**src/rtl/svme_pkg.sv**
```systemverilog
package svme_pkg;

  localparam int VECTOR_DEPTH = 256;
  localparam int INDEX_BITS   = 16;
  localparam int VALUE_BITS   = 32;
  localparam int RESULT_BITS  = 64;
  localparam int MAX_RESULTS  = 64;
  localparam int OP_BITS      = 2;
  localparam int MODE_BITS    = 2;

  localparam int ADDR_BITS  = $clog2(VECTOR_DEPTH);
  localparam int COUNT_BITS = $clog2(VECTOR_DEPTH + 1);
  localparam int RCNT_BITS  = $clog2(MAX_RESULTS + 1);
  localparam int ENTRY_BITS = INDEX_BITS + VALUE_BITS;

  // op codes of an input word; the fourth code is a no-op
  localparam logic [OP_BITS-1:0] OP_LOAD_FIRST  = 2'd0;
  localparam logic [OP_BITS-1:0] OP_LOAD_SECOND = 2'd1;
  localparam logic [OP_BITS-1:0] OP_RUN         = 2'd2;

  // mode register bits: bit 1 selects dot product, bit 0 subtract
  localparam int MODE_SUB_BIT = 0;
  localparam int MODE_DOT_BIT = 1;

  typedef struct packed {
    logic [OP_BITS-1:0]           op;
    logic [INDEX_BITS-1:0]        entry_index;
    logic signed [VALUE_BITS-1:0] entry_value;
    logic [INDEX_BITS-1:0]        vector_max_index;
  } in_word_t;

  typedef struct packed {
    logic                          has_entry;
    logic [INDEX_BITS-1:0]         result_index;
    logic signed [RESULT_BITS-1:0] result_value;
    logic [INDEX_BITS-1:0]         result_max_index;
    logic                          is_last;
  } out_word_t;

  typedef struct packed {
    logic ld_first;
    logic ld_second;
    logic run_begin;
    logic step;
    logic finish;
  } cmd_t;

  typedef struct packed {
    logic walk_end;
    logic dot_mode;
  } sts_t;

endpackage

```
**src/rtl/svme_ctrl.sv**
```systemverilog
module svme_ctrl (
  input  logic                          clk,
  input  logic                          rst_n,
  input  logic                          start,
  input  logic [svme_pkg::OP_BITS-1:0]  op,
  input  svme_pkg::sts_t                sts,
  output svme_pkg::cmd_t                cmd,
  output logic                          busy
);

  import svme_pkg::*;

  typedef enum logic [1:0] {S_IDLE, S_WALK, S_DRAIN, S_FINISH} state_t;

  state_t state_r, state_nxt;
  logic   busy_r;

  always_comb begin
    state_nxt = state_r;
    cmd       = '0;
    case (state_r)
      S_IDLE: begin
        if (start) begin
          case (op)
            OP_LOAD_FIRST:  cmd.ld_first = 1'b1;
            OP_LOAD_SECOND: cmd.ld_second = 1'b1;
            OP_RUN: begin
              cmd.run_begin = 1'b1;
              state_nxt     = S_WALK;
            end
            default: ;
          endcase
        end
      end
      S_WALK: begin
        if (sts.walk_end) begin
          state_nxt = sts.dot_mode ? S_DRAIN : S_FINISH;
        end else begin
          cmd.step = 1'b1;
        end
      end
      // lets the last product reach the accumulator before the final word
      S_DRAIN: state_nxt = S_FINISH;
      S_FINISH: begin
        cmd.finish = 1'b1;
        state_nxt  = S_IDLE;
      end
      default: state_nxt = S_IDLE;
    endcase
  end

  always_ff @(posedge clk) begin
    if (!rst_n) begin
      state_r <= S_IDLE;
      busy_r  <= 1'b0;
    end else begin
      state_r <= state_nxt;
      busy_r  <= (state_nxt != S_IDLE);
    end
  end

  assign busy = busy_r;

endmodule

```
**config.mk**
```make
export PLATFORM = sky130hd
export DESIGN_NAME = svme_ctrl
export DESIGN_NICKNAME = d
export VERILOG_FILES = /design/src/rtl/svme_pkg.sv /design/src/rtl/svme_ctrl.sv
export SDC_FILE = /design/constraint.sdc
export NUM_CORES = 1
export LEC_CHECK = 0
export BUFFER_PORTS_ARGS = -buffer_cell sky130_fd_sc_hd__buf_4
export CORE_AREA = 2 2 39 41
export DETAILED_ROUTE_END_ITERATION = 6
export DIE_AREA = 0 0 41 43
export GPL_TIMING_DRIVEN = 1
export SLEW_MARGIN = 20
export SYNTH_ARGS = -nofsm -noshare
export SYNTH_HDL_FRONTEND = slang
export SYNTH_SLANG_ARGS = --single-unit
```
**constraint.sdc**
```tcl
create_clock -name clk -period 1.7 [get_ports clk]
set_input_delay 0.34 -clock clk [delete_from_list [all_inputs] [get_ports clk]]
set_output_delay 0.34 -clock clk [all_outputs]
set_load 0.02 [all_outputs]
```
==> reports/metrics.yaml <==
ys_ff_latch: 3
syn_nets: 24
drtIter0Drc: 2
wl_per_cell_microns: 8.12
port_buffers: 12
ctsHoldBuffers: 0
instances_no_fill: 51
path_clk_slew_ns: 0.04
postSynthCellCount: 17
synth_edf_count: 0
synth_top_area_share_pct: 35.8
ant_nets: 0
hold_class: "primary input to flip-flop"
grt_first_pass_wirelength_microns: 586
yosysMostFrequentCell: "dfxtp_1"
drive_gt1_share_pct: 62.9
hold_viol: 0
fin_skew_ns: 0.000232
grt_max_degree: 6
avgSynthCellArea_sq_um: 9.86
antenna_found_initial: 0
timing.fmax_ghz: 0.603
worstSetupPathType: "flip-flop to output port"
die_w_microns: 41
wirelength_microns: 414
ys_top_cells_by_count: "dfxtp_1 (3), a21oi_1 (2), nor2b_1 (2), o31a_1 (2)"
dp.cells: 45
p_per_area_nw_per_um2: 806
cts_tree: "done"
synth_area_leaders: "dfxtp_1 (36%), nor3b_4 (11%), o31a_1 (10%)"
cts.sinks: 3
seq_area_frac_synth_pct: 35.8
htreeDepth: 1
synthDistinctLibCells: 12
maxSlewHeadroom_pct: 88.8
numCtsBuffers: 3
vias: 184
ys.flop_type: "dfxtp_1"
setup_viol: 0
root_buffer: "clkbuf_4"
whs_path_depth: 2
final_util_pct: 23.9
maxCapViolations: 0
clk_path_buf_depth: 2
core-area_sq_um: 1380
grt_pass1_vias: 154
start_util_pct: 12.1
end_kind: "output port"
fin_crit_sh_pct: 97.6
rsz0062_at_grt: "yes"
firstDrtPassIters: 2
rr_worst_depth: 4
grt_overflow_total: 0
via_per_inst: 3.61
yosysWarnings: 0
netlist_area_sq_um: 168
dieArea_sq_um: 1760
nets: 43
period_minus_slack_ns: 1.66
cp-start-kind: "flip-flop"
drv_slew: 0
status: "complete, no violations"
gp_congestion: 0.554
tightest_slew_ns: 0.167
die_h_microns: 43
drcViolationCount: 0
cp.arrival_ns: 1.32
synth_top_area_cell: "dfxtp_1"
rows: 14
required_ns: 1.36
areaGrowthSynthToFinish_pct: 97.0
clk_latency_ns: 0.23
peakVddDrop_mv: 0.156
cp_max_fo: 3
ys_async_sr_fraction_pct: 0
n_antenna_cell: 0
ios: 13
p_leak_uw: 0.000154
track_usage_pct: 6.01
area by class of cell:
class / instances / area (sq um)
fillers: 163 / 1050
flip-flops and latches: 3 / 62.6
multi-input cells: 14 / 113
well taps: 16 / 20.0
repair buffers: 14 / 109
clock buffers: 4 / 26.3
layout by cell type, fill, tap and decap left out, drive strengths merged, types with 2 or more instances in the layout:
cell type and instances:
a21oi 2, nor3b 2, clkbuf 4, nor2b 2, dfxtp 3, buf 14
o31a 2
power by group:
part | switching, uW | total, uW | internal, uW
combinational | 26.9 | 62.0 | 35.0
sequential | 2.85 | 79.6 | 76.7
clock | 36.8 | 125 | 88.0
total | 66.6 | 266 | 200
stage by stage:
stage / hold WS (ns) / worst slack, ns / instance area (sq um) / TNS, ns / power (uW)
floorplan: 0.468 / 0.0802 / 168 / 0 / 111
global placement: 0.572 / 0.164 / 278 / 0 / 137
detailed placement: 0.575 / 0.158 / 278 / 0 / 137
CTS: 0.328 / -0.00101 / 320 / -0.00101 / 271
global route: 0.331 / -0.0306 / 330 / -0.0587 / 292
finish: 0.337 / 0.0415 / 330 / 0 / 266
flip-flops by register name, indices dropped and copies added, names as in the netlist:
register and count:
busy 1, state_r 2
cells by family (layout without fill, tap and decap cells):
family | after synthesis | after routing | synth area share [%]
simple gates | 10 | 10 | 47.8
buf+inv | 0 | 18 | 0
flops | 3 | 3 | 35.8
compound gates | 4 | 4 | 16.4
critical path, cell delays in order (launching register included):
cell and delay, ns:
dfxtp_2 0.31, or3b_4 0.42, nor3b_4 0.21, buf_6 0.14
per-layer routing:
layer,vias to the layer above,track usage [%],routed length (microns),share of wire [%]
li1,97,-,-,-
met1,83,4.79,139,34
met2,4,7.50,253,61
met3,0,1.57,21,5.1
met4,0,12.0,0,0
met5,-,0,0,0
path summary, 6_finish.rpt:
check                                           start               endpoint  slack (ns)
worst max-delay path            state_r[1]$_SDFF_PN0_                 cmd[2]        0.04
worst min-delay path                            rst_n  state_r[0]$_SDFF_PN0_        0.34
worst max register to register  state_r[1]$_SDFF_PN0_        busy$_SDFF_PN0_        0.43
worst min register to register  state_r[1]$_SDFF_PN0_  state_r[0]$_SDFF_PN0_        0.65
repair_timing:
| item | 4_1_cts | 5_1_grt |
|---|---|---|
| setup endpoints to repair | 1 | 3 |
| gates cloned | 0 | 0 |
| resized for setup | 2 | 2 |
| pin swaps | 1 | 3 |
| setup buffers | 1 | 1 |
(Power assumes the default switching activity.)
